File: config.mk
export PLATFORM = sky130hd
export DESIGN_NAME = rrts_slot_cell
export DESIGN_NICKNAME = d
export VERILOG_FILES = /design/src/hdl/assert_macros.svh /design/src/hdl/rrts_pkg.sv /design/src/hdl/rrts_slot_cell.sv
export SDC_FILE = /design/constraint.sdc
export NUM_CORES = 1
export LEC_CHECK = 0
export BUFFER_PORTS_ARGS = -buffer_cell sky130_fd_sc_hd__buf_4
export CELL_PAD_IN_SITES_DETAIL_PLACEMENT = 1
export CELL_PAD_IN_SITES_GLOBAL_PLACEMENT = 2
export CORE_MARGIN = 2
export CORE_UTILIZATION = 30
export DETAILED_ROUTE_END_ITERATION = 16
export GPL_TIMING_DRIVEN = 0
export MAX_ROUTING_LAYER = met4
export PLACE_DENSITY_LB_ADDON = 0.15
export SYNTH_ARGS = -nofsm -noshare
export SYNTH_HDL_FRONTEND = slang
export SYNTH_SLANG_ARGS = --single-unit
File: constraint.sdc
create_clock -name clk_i -period 0.9 [get_ports clk_i]
set_input_delay 0.045 -clock clk_i [delete_from_list [all_inputs] [get_ports clk_i]]
set_output_delay 0.045 -clock clk_i [all_outputs]
set_load 0.05 [all_outputs]
File: src/hdl/assert_macros.svh
// Assertion helpers used by the scheduler RTL. Each use names its own label.
`ifndef ASSERT_MACROS_SVH
`define ASSERT_MACROS_SVH

// Same-cycle implication, sampled on the rising clock edge, off during reset.
`define RRTS_ASSERT(lbl, ante, cons) \
  lbl: assert property (@(posedge clk_i) disable iff (!rst_ni) (ante) |-> (cons)) \
    else $error("scheduler check failed");

// Next-cycle implication, sampled on the rising clock edge, off during reset.
`define RRTS_ASSERT_NEXT(lbl, ante, cons) \
  lbl: assert property (@(posedge clk_i) disable iff (!rst_ni) (ante) |=> (cons)) \
    else $error("scheduler check failed");

`endif

File: src/hdl/rrts_pkg.sv
`default_nettype none
package rrts_pkg;

  localparam int unsigned MAX_THREADS = 128;

  localparam logic [2:0] ACT_SPAWN  = 3'd0;
  localparam logic [2:0] ACT_TERM   = 3'd1;
  localparam logic [2:0] ACT_BLOCK  = 3'd2;
  localparam logic [2:0] ACT_RESUME = 3'd3;
  localparam logic [2:0] ACT_SLEEP  = 3'd4;
  localparam logic [2:0] ACT_QEND   = 3'd5;

  typedef struct packed {
    logic [2:0]  action;
    logic [6:0]  thread_id;
    logic [15:0] sleep_quanta;
  } cmd_t;

  typedef struct packed {
    logic        status;
    logic [6:0]  new_thread;
    logic [6:0]  running_thread;
    logic [31:0] thread_quanta;
    logic [31:0] total_quanta;
    logic        shutdown;
  } res_t;

  // Per-slot state carried around the slot ring.
  typedef struct packed {
    logic        in_use;
    logic        blocked;
    logic        sleeping;
    logic [15:0] sleep_left;
    logic [31:0] quanta;
  } slot_t;

  typedef struct packed {
    logic shift;
    logic wr;
  } fifo_ctl_t;

endpackage
`default_nettype wire

File: src/hdl/rrts_slot_cell.sv
`default_nettype none
module rrts_slot_cell #(
  parameter bit FIRST = 1'b0
) (
  input  wire logic           clk_i,
  input  wire logic           rst_ni,
  input  wire logic           shift_i,
  input  rrts_pkg::slot_t     nb_i,
  output rrts_pkg::slot_t     q_o
);

  rrts_pkg::slot_t slot_q;

  // Slot zero comes out of reset in use with one quantum already counted.
  always_ff @(posedge clk_i or negedge rst_ni) begin
    if (!rst_ni) begin
      slot_q <= '{in_use: FIRST, blocked: 1'b0, sleeping: 1'b0, sleep_left: 16'd0,
                  quanta: {31'd0, FIRST}};
    end else if (shift_i) begin
      slot_q <= nb_i;
    end
  end

  assign q_o = slot_q;

endmodule
`default_nettype wire

==> impl_metrics.ini <==
[setup_path]
required_ns = 0.85
slowest_delay_ns = 0.43
critPathTopFamily = flip-flops
critPathCaptureType = output pin
cp_cell_sequence = buf_6
cp_slowest_cell = dfrtp_2
critPathLaunchType = register
arrival_ns = 0.87
critPathKind = register to output pin
cp_max_fo = 2
critPathBufInv = 1

[timing]
setup_viol_count_final = 46
rsz0062_at_grt = yes
finalCritPeriodShare = 1.02
drv_slew = 0
setup_slack_ns = -0.0174
fin_setup_tns_ns = -0.326
min_period_ns = 0.917
timing.fmax_mhz = 1090
skew_ns = 0
slew_headroom = 0.692
hold_viol = 0
worst_pin_slew_ns = 0.463
whs_ns = 0.0956

[finish]
nets = 324
antenna_cells = 0
drive_gt1_frac = 0.803
area_delta_synth_final_pct = 81.2
final_cell_mix = buf_6 (53), dlygate4sd3_1 (52), buf_4 (51), dfrtp_2 (51), mux2_4 (50)
largest_reg_flops = 51
final_util = 0.567
layout_commonest_cell = buf_6
final_area_um2 = 3890

[synthesis]
synth_area_per_cell_um2 = 19.9
seq_area_frac_synth = 0.594
synth_top_area_share = 0.594
synth_fp_nets = 162
ys_warn_count = 0
yosysTopAreaCell = dfrtp_1
syn_inst = 108
ys_types = 5
synth_area_leaders = dfrtp_1 (59%), mux2_4 (35%), buf_12 (4.7%)
synth-seq-cells = 51
netlist_area_um2 = 2150

[pwr]
pwr_density_cell_nw_per_um2 = 1600
p_leak_uw = 0.00183
ir_worst_vdd_mv = 0.722

[cts]
cts-buffers-inserted = 5
worstSkewPairLatency_ns = 0.28
cts.sinks = 51
path_clk_slew_ns = 0.08
cts_buffer_depth = 2
cts_root_buffer = clkbuf_8
cts_tree = built
htreeDepth = 2

[routing]
drtIter0Drc = 28
drt-vias-per-instance = 4.13
detail-route-antenna-nets = 0
drc = 0
wl_per_cell_um = 16.3
drt_first_pass_iters = 2
wl_um = 5930
dr_total_vias = 1507

[grt]
first_global_vias = 1793
grt_usage = 0.160
grt_max_degree = 52
overflow = 0
antenna_found_initial = 0
grt_pass1_wl_um = 9110

[die]
ios = 105
die_h_um = 88.6
die-area_um2 = 7860
start_util = 0.313
core_um2 = 6870
rows = 30
die_w_um = 88.6

[placed_design]
dpl_cell_area_um2 = 3110
dpl.hpwl_um = 3770
place_ws_ns = 0.106
globalplace.congestion = 0.737
portBuffers = 103

[status]
status = finished, violations left
violations = setup timing

[flow_run]
max_cap_violations = 0

[worst_hold_path]
hold_path.class = input pin to register
-- per-layer routing --
| layer | global-route usage | vias to the layer above | share of wire |
|---|---|---|---|
| met3 | 0.0261 | 4 | 0.038 |
| met1 | 0.180 | 751 | 0.40 |
| li1 | - | 695 | - |
| met2 | 0.289 | 57 | 0.55 |
| met5 | - | - | 0 |
| met4 | 0.0455 | 0 | 0.0081 |
-- power breakdown --
group          leakage, µW  total [µW]  internal [µW]  switching, µW
logic              0.00124        2310           1110           1200
clock network    0.0000371        1190            520            668
registers         0.000545        2750           2560            188
-- cell type report --
cell class	count	area (µm²)
fillers	668	2970
repair buffers	155	1490
flip-flops and latches	51	1340
multi-input cells	51	762
well taps	96	120
plain buffers	6	111
clock buffers	6	72.6
-- Yosys cell counts --
cell,number
buf_6,1
dfrtp_1,51
mux2_4,50
mux2_2,1
buf_12,5
-- through the flow --
stage / cells / total power [µW]
after floorplan: 108 / 4030
after global placement: 307 / 4690
after detailed placement: 307 / 4730
after CTS: 365 / 6330
after global routing: 365 / 6550
final: 365 / 6250
-- cells by family (layout without fill, tap and decap cells) --
logic type	Yosys count	in the layout	share of synthesized area
muxes	51	51	0.354
DFF	51	51	0.594
buffers and inverters	6	167	0.0518
-- worst paths after layout --
check	startpoint	endpoint	slack, ns	depth (start not counted)
hold / removal	shift_i	q_o[29]$_DFFE_PN0P_	0.1	2
min in group asynchronous	rst_ni	q_o[36]$_DFFE_PN0P_	0.26	2
setup reg to reg	q_o[34]$_DFFE_PN0P_	q_o[34]$_DFFE_PN0P_	0.08	1
setup / recovery	q_o[34]$_DFFE_PN0P_	q_o[34]	-0.02	1
hold reg to reg	q_o[29]$_DFFE_PN0P_	q_o[29]$_DFFE_PN0P_	0.53	1
max in group asynchronous	rst_ni	q_o[29]$_DFFE_PN0P_	0.27	2
-- repair_timing --
item | CTS | global route
gates cloned | 0 | 0
hold buffers | 52 | 0
endpoints found under the hold margin | 102 | 0
setup endpoints to repair | 51 | 102
gates resized for setup | 51 | 1
pin swaps | 0 | 0
buffers inserted | 0 | 0
Note: power is estimated with default switching activity, not from simulation.
