$ cat config.mk
export PLATFORM = sky130hd
export DESIGN_NAME = rrts_fifo_cell
export DESIGN_NICKNAME = d
export VERILOG_FILES = /design/src/hdl/assert_macros.svh /design/src/hdl/rrts_pkg.sv /design/src/hdl/rrts_fifo_cell.sv
export SDC_FILE = /design/constraint.sdc
export NUM_CORES = 1
export LEC_CHECK = 0
export BUFFER_PORTS_ARGS = -buffer_cell sky130_fd_sc_hd__buf_2
export CORE_AREA = 2 2 39 41
export CTS_CLUSTER_DIAMETER = 120
export CTS_CLUSTER_SIZE = 20
export DETAILED_ROUTE_END_ITERATION = 10
export DIE_AREA = 0 0 41 43
export PLACE_DENSITY = 0.54
export SYNTH_ARGS = -nofsm -noshare
export SYNTH_HDL_FRONTEND = slang
export SYNTH_SLANG_ARGS = --single-unit
$ cat constraint.sdc
create_clock -name clk_i -period 0.9 [get_ports clk_i]
set_input_delay 0 -clock clk_i [delete_from_list [all_inputs] [get_ports clk_i]]
set_output_delay 0 -clock clk_i [all_outputs]
set_load 0.05 [all_outputs]
$ cat src/hdl/assert_macros.svh
// Assertion helpers used by the scheduler RTL. Each use names its own label.
`ifndef ASSERT_MACROS_SVH
`define ASSERT_MACROS_SVH

// Same-cycle implication, sampled on the rising clock edge, off during reset.
`define RRTS_ASSERT(lbl, ante, cons) \
  lbl: assert property (@(posedge clk_i) disable iff (!rst_ni) (ante) |-> (cons)) \
    else $error("scheduler check failed");

// Next-cycle implication, sampled on the rising clock edge, off during reset.
`define RRTS_ASSERT_NEXT(lbl, ante, cons) \
  lbl: assert property (@(posedge clk_i) disable iff (!rst_ni) (ante) |=> (cons)) \
    else $error("scheduler check failed");

`endif

$ cat src/hdl/rrts_pkg.sv
`default_nettype none
package rrts_pkg;

  localparam int unsigned MAX_THREADS = 128;

  localparam logic [2:0] ACT_SPAWN  = 3'd0;
  localparam logic [2:0] ACT_TERM   = 3'd1;
  localparam logic [2:0] ACT_BLOCK  = 3'd2;
  localparam logic [2:0] ACT_RESUME = 3'd3;
  localparam logic [2:0] ACT_SLEEP  = 3'd4;
  localparam logic [2:0] ACT_QEND   = 3'd5;

  typedef struct packed {
    logic [2:0]  action;
    logic [6:0]  thread_id;
    logic [15:0] sleep_quanta;
  } cmd_t;

  typedef struct packed {
    logic        status;
    logic [6:0]  new_thread;
    logic [6:0]  running_thread;
    logic [31:0] thread_quanta;
    logic [31:0] total_quanta;
    logic        shutdown;
  } res_t;

  // Per-slot state carried around the slot ring.
  typedef struct packed {
    logic        in_use;
    logic        blocked;
    logic        sleeping;
    logic [15:0] sleep_left;
    logic [31:0] quanta;
  } slot_t;

  typedef struct packed {
    logic shift;
    logic wr;
  } fifo_ctl_t;

endpackage
`default_nettype wire

$ cat src/hdl/rrts_fifo_cell.sv
`default_nettype none
module rrts_fifo_cell #(
  parameter int unsigned IDW = 7
) (
  input  wire logic                clk_i,
  input  rrts_pkg::fifo_ctl_t      ctl_i,
  input  wire logic [IDW-1:0]      wr_val_i,
  input  wire logic [IDW-1:0]      nb_i,
  output logic [IDW-1:0]           q_o
);

  logic [IDW-1:0] ent_q;

  // A direct write wins over the shift toward the head.
  always_ff @(posedge clk_i) begin
    if (ctl_i.wr) begin
      ent_q <= wr_val_i;
    end else if (ctl_i.shift) begin
      ent_q <= nb_i;
    end
  end

  assign q_o = ent_q;

endmodule
`default_nettype wire

==> summary.txt, run 1 <==
Synthesis
  • Synth area leader: edfxtp_1
  • Register area share after synthesis: 63.2%
  • Synth top area share: 63.2%
  • Number of synthesized register bits: 7
  • Post-Synthesis Cells: 16
  • Synthesized net count: 33
  • Syn Area/Cell: 20.8 µm²
  • Synth top area cells: edfxtp_1 (63%), mux2_4 (32%), buf_6 (3.4%), or2_1 (1.9%)
  • Mapped Area: 333 µm²
  • Count of cell types in the netlist: 4
  • Synth warn: 0

Die
  • Initial core utilization: 24.1%
  • Row count: 14
  • Core Region: 0.00138 mm²
  • Boundary pin count: 24
  • Die W: 41 µm
  • Die area: 0.00176 mm²
  • Die height: 43 µm

Route
  • Routed wire per std cell: 9.53 µm
  • Residual DRC: 0
  • Vias/cell: 3.84
  • Final wirelength: 553 µm
  • Iteration-0 DRC count of the detailed router: 1
  • DRT antenna net count: 0
  • Vias post-DR: 223
  • Drt pass-1 iters: 2

Pwr
  • Leak: 0.236 nW
  • Sw Pwr: 279 µW
  • Register share of total power: 43.6%
  • P per Cell Area: 1930 mW/mm²
  • Clk pwr share: 29.6%
  • Int Power: 655 µW
  • Combinational fraction of design power: 26.8%
  • Switching part of the total power: 29.9%
  • Peak supply drop: 480 µV

Clock network
  • Post CTS Setup Buffer Count: 0
  • Clk slew on worst S/H paths: 50 ps
  • Clk buf depth: 2
  • # resized after CTS: 0
  • CTS Buf Count: 3
  • CTS tree: built
  • CTS H-tree depth: 1
  • Hold-fix buffers at CTS: 0
  • # clock sinks: 7
  • Clock Tree Root: clkbuf_4

Placed design
  • PortBufs: 23
  • Cell count after placement: 54
  • Routability cong.: 0.667

Finish
  • Max reg flops: 7
  • Most frequent cells in the layout: buf_2 (23), mux2_4 (7), edfxtp_1 (7)
  • Non-Filler Instances: 58
  • Share of cells above drive strength 1: 78.6%
  • Commonest non-fill, non-tap cell in the layout: buf_2
  • Synthesis-to-layout area growth: 45.1%
  • # diodes: 0
  • Final design utilization: 34.9%
  • Final nets: 60

Timing
  • Slew Limit Fails: 0
  • Fmax achieved: 1230 MHz
  • Endpoints failing setup: 0
  • Hold slack: 51.8 ps
  • Slew HR: 81.8%
  • RSZ-0062 raised after global routing: no
  • TNS Setup: 0 ps
  • Crit path time final: 811 ps
  • Period Utilization, post-route: 90.1%
  • Least-Margin Pin Slew: 272 ps
  • Final Hold Fails: 0

Global route
  • First-pass GRT wire length: 834 µm
  • Largest net degree at the start of global routing: 9
  • Gr usage total: 8.12%
  • Vias in the first global route: 199
  • Antenna violations before repair: 0
  • GRT Residual Overflow: 0

Worst setup path
  • Cell family with most CP delay: flip-flops
  • Required @ worst endpoint: 900 ps
  • CP Data Arrival Time: 810 ps
  • Worst path max stage delay: 310 ps
  • Critical path cell sequence: buf_2
  • CP endpoint kind: output pin
  • CP max FO: 1
  • Startpoint types: register
  • Buf/Inv on CP: 1
  • WS Path Type: reg -> out
  • Crit-path slowest cell: edfxtp_1

Run status
  • Outcome: complete, no violations

Min path
  • Hold EP: q_o[1]$_DFFE_PP_
  • Worst hold path depth: 2
  • HP Class: in -> reg
  • Hold path start: nb_i[1]

Job
  • Max-cap violations: 0
-- synth_stat cells (all sizes together) --
cell    count
buf         1
mux2        7
or2         1
edfxtp      7
-- worst max-delay path by stage --
stage / from / end / cells past startpoint
after floorplan: ctl_i[0] / q_o[0]$_DFFE_PP_ / 2
after global placement: ctl_i[0] / q_o[1]$_DFFE_PP_ / 2
after detailed placement: ctl_i[0] / q_o[1]$_DFFE_PP_ / 2
after CTS: q_o[1]$_DFFE_PP_ / q_o[1] / 1
after global routing: q_o[4]$_DFFE_PP_ / q_o[4] / 1
final: q_o[0]$_DFFE_PP_ / q_o[0] / 1
-- per-stage QoR --
stage	power (mW)	setup WS, ps	instance area, µm²
3_3_place_gp	0.665	49.6	457
2_1_floorplan	0.602	188	333
3_5_place_dp	0.665	34.7	457
5_1_grt	0.982	49.8	483
6_report	0.934	88.8	483
4_1_cts	0.941	77.8	483
-- cell families after synthesis --
kind of cell | Yosys count | share of synthesized area [%]
multiplexers | 7 | 31.6
flip-flops | 7 | 63.2
AND/OR/NAND/NOR | 1 | 1.88
buffers and inverters | 1 | 3.38
-- area by class of cell --
type,count,area [µm²]
clock buffers,4,26.3
fillers,143,901
multi-input cells,8,111
flip-flops and latches,7,210
well taps,16,20.0
repair buffers,23,115
-- power by group through the flow --
| stage | Combinational (mW) | Sequential (mW) | Clock [mW] |
|---|---|---|---|
| after floorplan | 0.0570 | 0.545 | 0 |
| after global placement | 0.250 | 0.414 | 0 |
| after detailed placement | 0.251 | 0.414 | 0 |
| after CTS | 0.251 | 0.408 | 0.282 |
| after global routing | 0.264 | 0.408 | 0.310 |
| final | 0.250 | 0.407 | 0.276 |
-- routing by layer --
metal / vias up / track usage (%) / wire (µm) / part of all wire, %
met5: - / 0 / 0 / 0
met4: 0 / 12.0 / 14 / 2.5
met3: 2 / 3.14 / 64 / 12
met2: 14 / 9.69 / 271 / 49
met1: 94 / 8.33 / 202 / 37
li1: 113 / - / - / -
Note: power is estimated with default switching activity, not from simulation.
==> run 2: changes to the inputs <==
--- a/config.mk
+++ b/config.mk
@@ -5,13 +5,15 @@
 export SDC_FILE = /design/constraint.sdc
 export NUM_CORES = 1
 export LEC_CHECK = 0
+export ABC_AREA = 1
 export BUFFER_PORTS_ARGS = -buffer_cell sky130_fd_sc_hd__buf_2
 export CORE_AREA = 2 2 39 41
 export CTS_CLUSTER_DIAMETER = 120
 export CTS_CLUSTER_SIZE = 20
 export DETAILED_ROUTE_END_ITERATION = 10
 export DIE_AREA = 0 0 41 43
-export PLACE_DENSITY = 0.54
+export PLACE_DENSITY = 0.52
+export RECOVER_POWER = 25
 export SYNTH_ARGS = -nofsm -noshare
 export SYNTH_HDL_FRONTEND = slang
 export SYNTH_SLANG_ARGS = --single-unit
==> summary.txt, run 2 <==
Worst setup path
  • Required @ worst endpoint: 900 ps
  • CP max FO: 1
  • Crit-path slowest cell: edfxtp_1
  • CP Data Arrival Time: 830 ps
  • Worst path max stage delay: 360 ps
  • CP endpoint kind: output pin
  • Cell family with most CP delay: flip-flops
  • Buf/Inv on CP: 1
  • Critical path cell sequence: buf_2
  • WS Path Type: reg -> out
  • Startpoint types: register

Synthesis
  • Mapped Area: 310 µm²
  • Synth area leader: edfxtp_1
  • Syn Area/Cell: 10.0 µm²
  • Most frequent cell after synthesis: nand2_1
  • EDFF count, synth: 7
  • Post-Synthesis Cells: 31
  • Post-synth top flop: edfxtp_1
  • Number of synthesized register bits: 7
  • Asr flop ratio synth: 0%
  • Synthesized net count: 48
  • Synth top area cells: edfxtp_1 (68%), nand2_1 (25%), buf_6 (3.6%), or2_1 (2.0%), inv_2 (1.2%)
  • Count of cell types in the netlist: 5
  • Synth warn: 0
  • Synth top cells by count: nand2_1 (21), edfxtp_1 (7), buf_6 (1), inv_2 (1), or2_1 (1)
  • Register area share after synthesis: 67.7%
  • Synth top area share: 67.7%

Placed design
  • Routability cong.: 0.664
  • PortBufs: 23
  • Cell count after placement: 70
  • Area after DPL: 442 µm²
  • Setup WS pre-CTS: 185 ps

Timing
  • Final Hold Fails: 0
  • Hold slack: 15.4 ps
  • Crit path time final: 825 ps
  • RSZ-0062 raised after global routing: no
  • Least-Margin Pin Slew: 332 ps
  • Endpoints failing setup: 0
  • Slew HR: 77.9%
  • TNS Setup: 0 ps
  • Period Utilization, post-route: 91.7%
  • Slew Limit Fails: 0
  • Fmax achieved: 1210 MHz
  • Worst setup margin: 74.7 ps

Route
  • Final wirelength: 655 µm
  • Vias/cell: 3.96
  • Residual DRC: 0
  • Iteration-0 DRC count of the detailed router: 5
  • DRT antenna net count: 0
  • Vias post-DR: 293
  • Routed wire per std cell: 8.85 µm
  • Drt pass-1 iters: 4

Finish
  • Final nets: 76
  • Share of cells above drive strength 1: 44.8%
  • Non-Filler Instances: 74
  • Max reg flops: 7
  • # diodes: 0
  • Final Cell Area: 464 µm²
  • Final design utilization: 33.5%
  • Synthesis-to-layout area growth: 49.6%
  • Most frequent cells in the layout: buf_2 (23), nand2_1 (21), edfxtp_1 (7)
  • Commonest non-fill, non-tap cell in the layout: buf_2

Run status
  • Outcome: complete, no violations

Clock network
  • Clk slew on worst S/H paths: 50 ps
  • CTS H-tree depth: 1
  • CTS tree: built
  • # clock sinks: 7
  • Hold-fix buffers at CTS: 0
  • Post CTS Setup Buffer Count: 0
  • Clk buf depth: 2
  • CTS Buf Count: 3
  • # resized after CTS: 0
  • Clock Tree Root: clkbuf_4

Die
  • Die height: 43 µm
  • Row count: 14
  • Die area: 0.00176 mm²
  • Core Region: 0.00138 mm²
  • Die W: 41 µm
  • Boundary pin count: 24
  • Initial core utilization: 22.4%

Pwr
  • Power Total: 923 µW
  • Peak supply drop: 374 µV
  • Leak: 0.248 nW
  • P per Cell Area: 1990 mW/mm²

Global route
  • First-pass GRT wire length: 834 µm
  • Antenna violations before repair: 0
  • Gr usage total: 8.11%
  • GRT Residual Overflow: 0
  • Largest net degree at the start of global routing: 9
  • Vias in the first global route: 236

Job
  • Max-cap violations: 0

Min path
  • HP Class: in -> reg
run 2: cell types whose count changed after synthesis:
cell and delta:
mux2_4 -7, nand2_1 +21, inv_2 +1
run 2: logic make-up (layout without fill, tap and decap cells):
logic type,Yosys count,in the layout,share of synthesized area (%)
flip-flops,7,7,67.7
AND/OR/NAND/NOR,22,22,27.4
buffers and inverters,2,29,4.84
run 2: layout make-up:
cell class / instances / area (µm²)
Fill cell: 146 / 920
Timing Repair Buffer: 24 / 119
Multi-Input combinational cell: 22 / 85.1
Inverter: 1 / 3.75
Clock buffer: 4 / 26.3
Tap cell: 16 / 20.0
Sequential cell: 7 / 210
run 2: path summary, 6_finish.rpt:
kind / start / end / slack [ps] / cells past startpoint
setup / recovery: q_o[5]$_DFFE_PP_ / q_o[5] / 70 / 1
hold / removal: nb_i[1] / q_o[1]$_DFFE_PP_ / 20 / 3
run 2: per-layer routing:
metal	vias to the layer above	global-route usage (%)	part of all wire, %
met5	-	0	0
met4	0	10.0	1.1
met3	2	4.19	9.9
met2	14	12.2	53
met1	126	5.98	36
li1	151	-	-
run 2: worst min-delay path, cell delays in order:
cell     delay, ps
buf_2           80
nand2_1         40
nand2_1         40
run 2: report_power, final:
| group | internal (mW) | leakage (nW) | switching (mW) | total [mW] |
|---|---|---|---|---|
| sequential | 0.401 | 0.0721 | 0.00752 | 0.409 |
| combinational | 0.0602 | 0.161 | 0.173 | 0.233 |
| clock | 0.169 | 0.0150 | 0.112 | 0.281 |
| total | 0.630 | 0.248 | 0.293 | 0.923 |
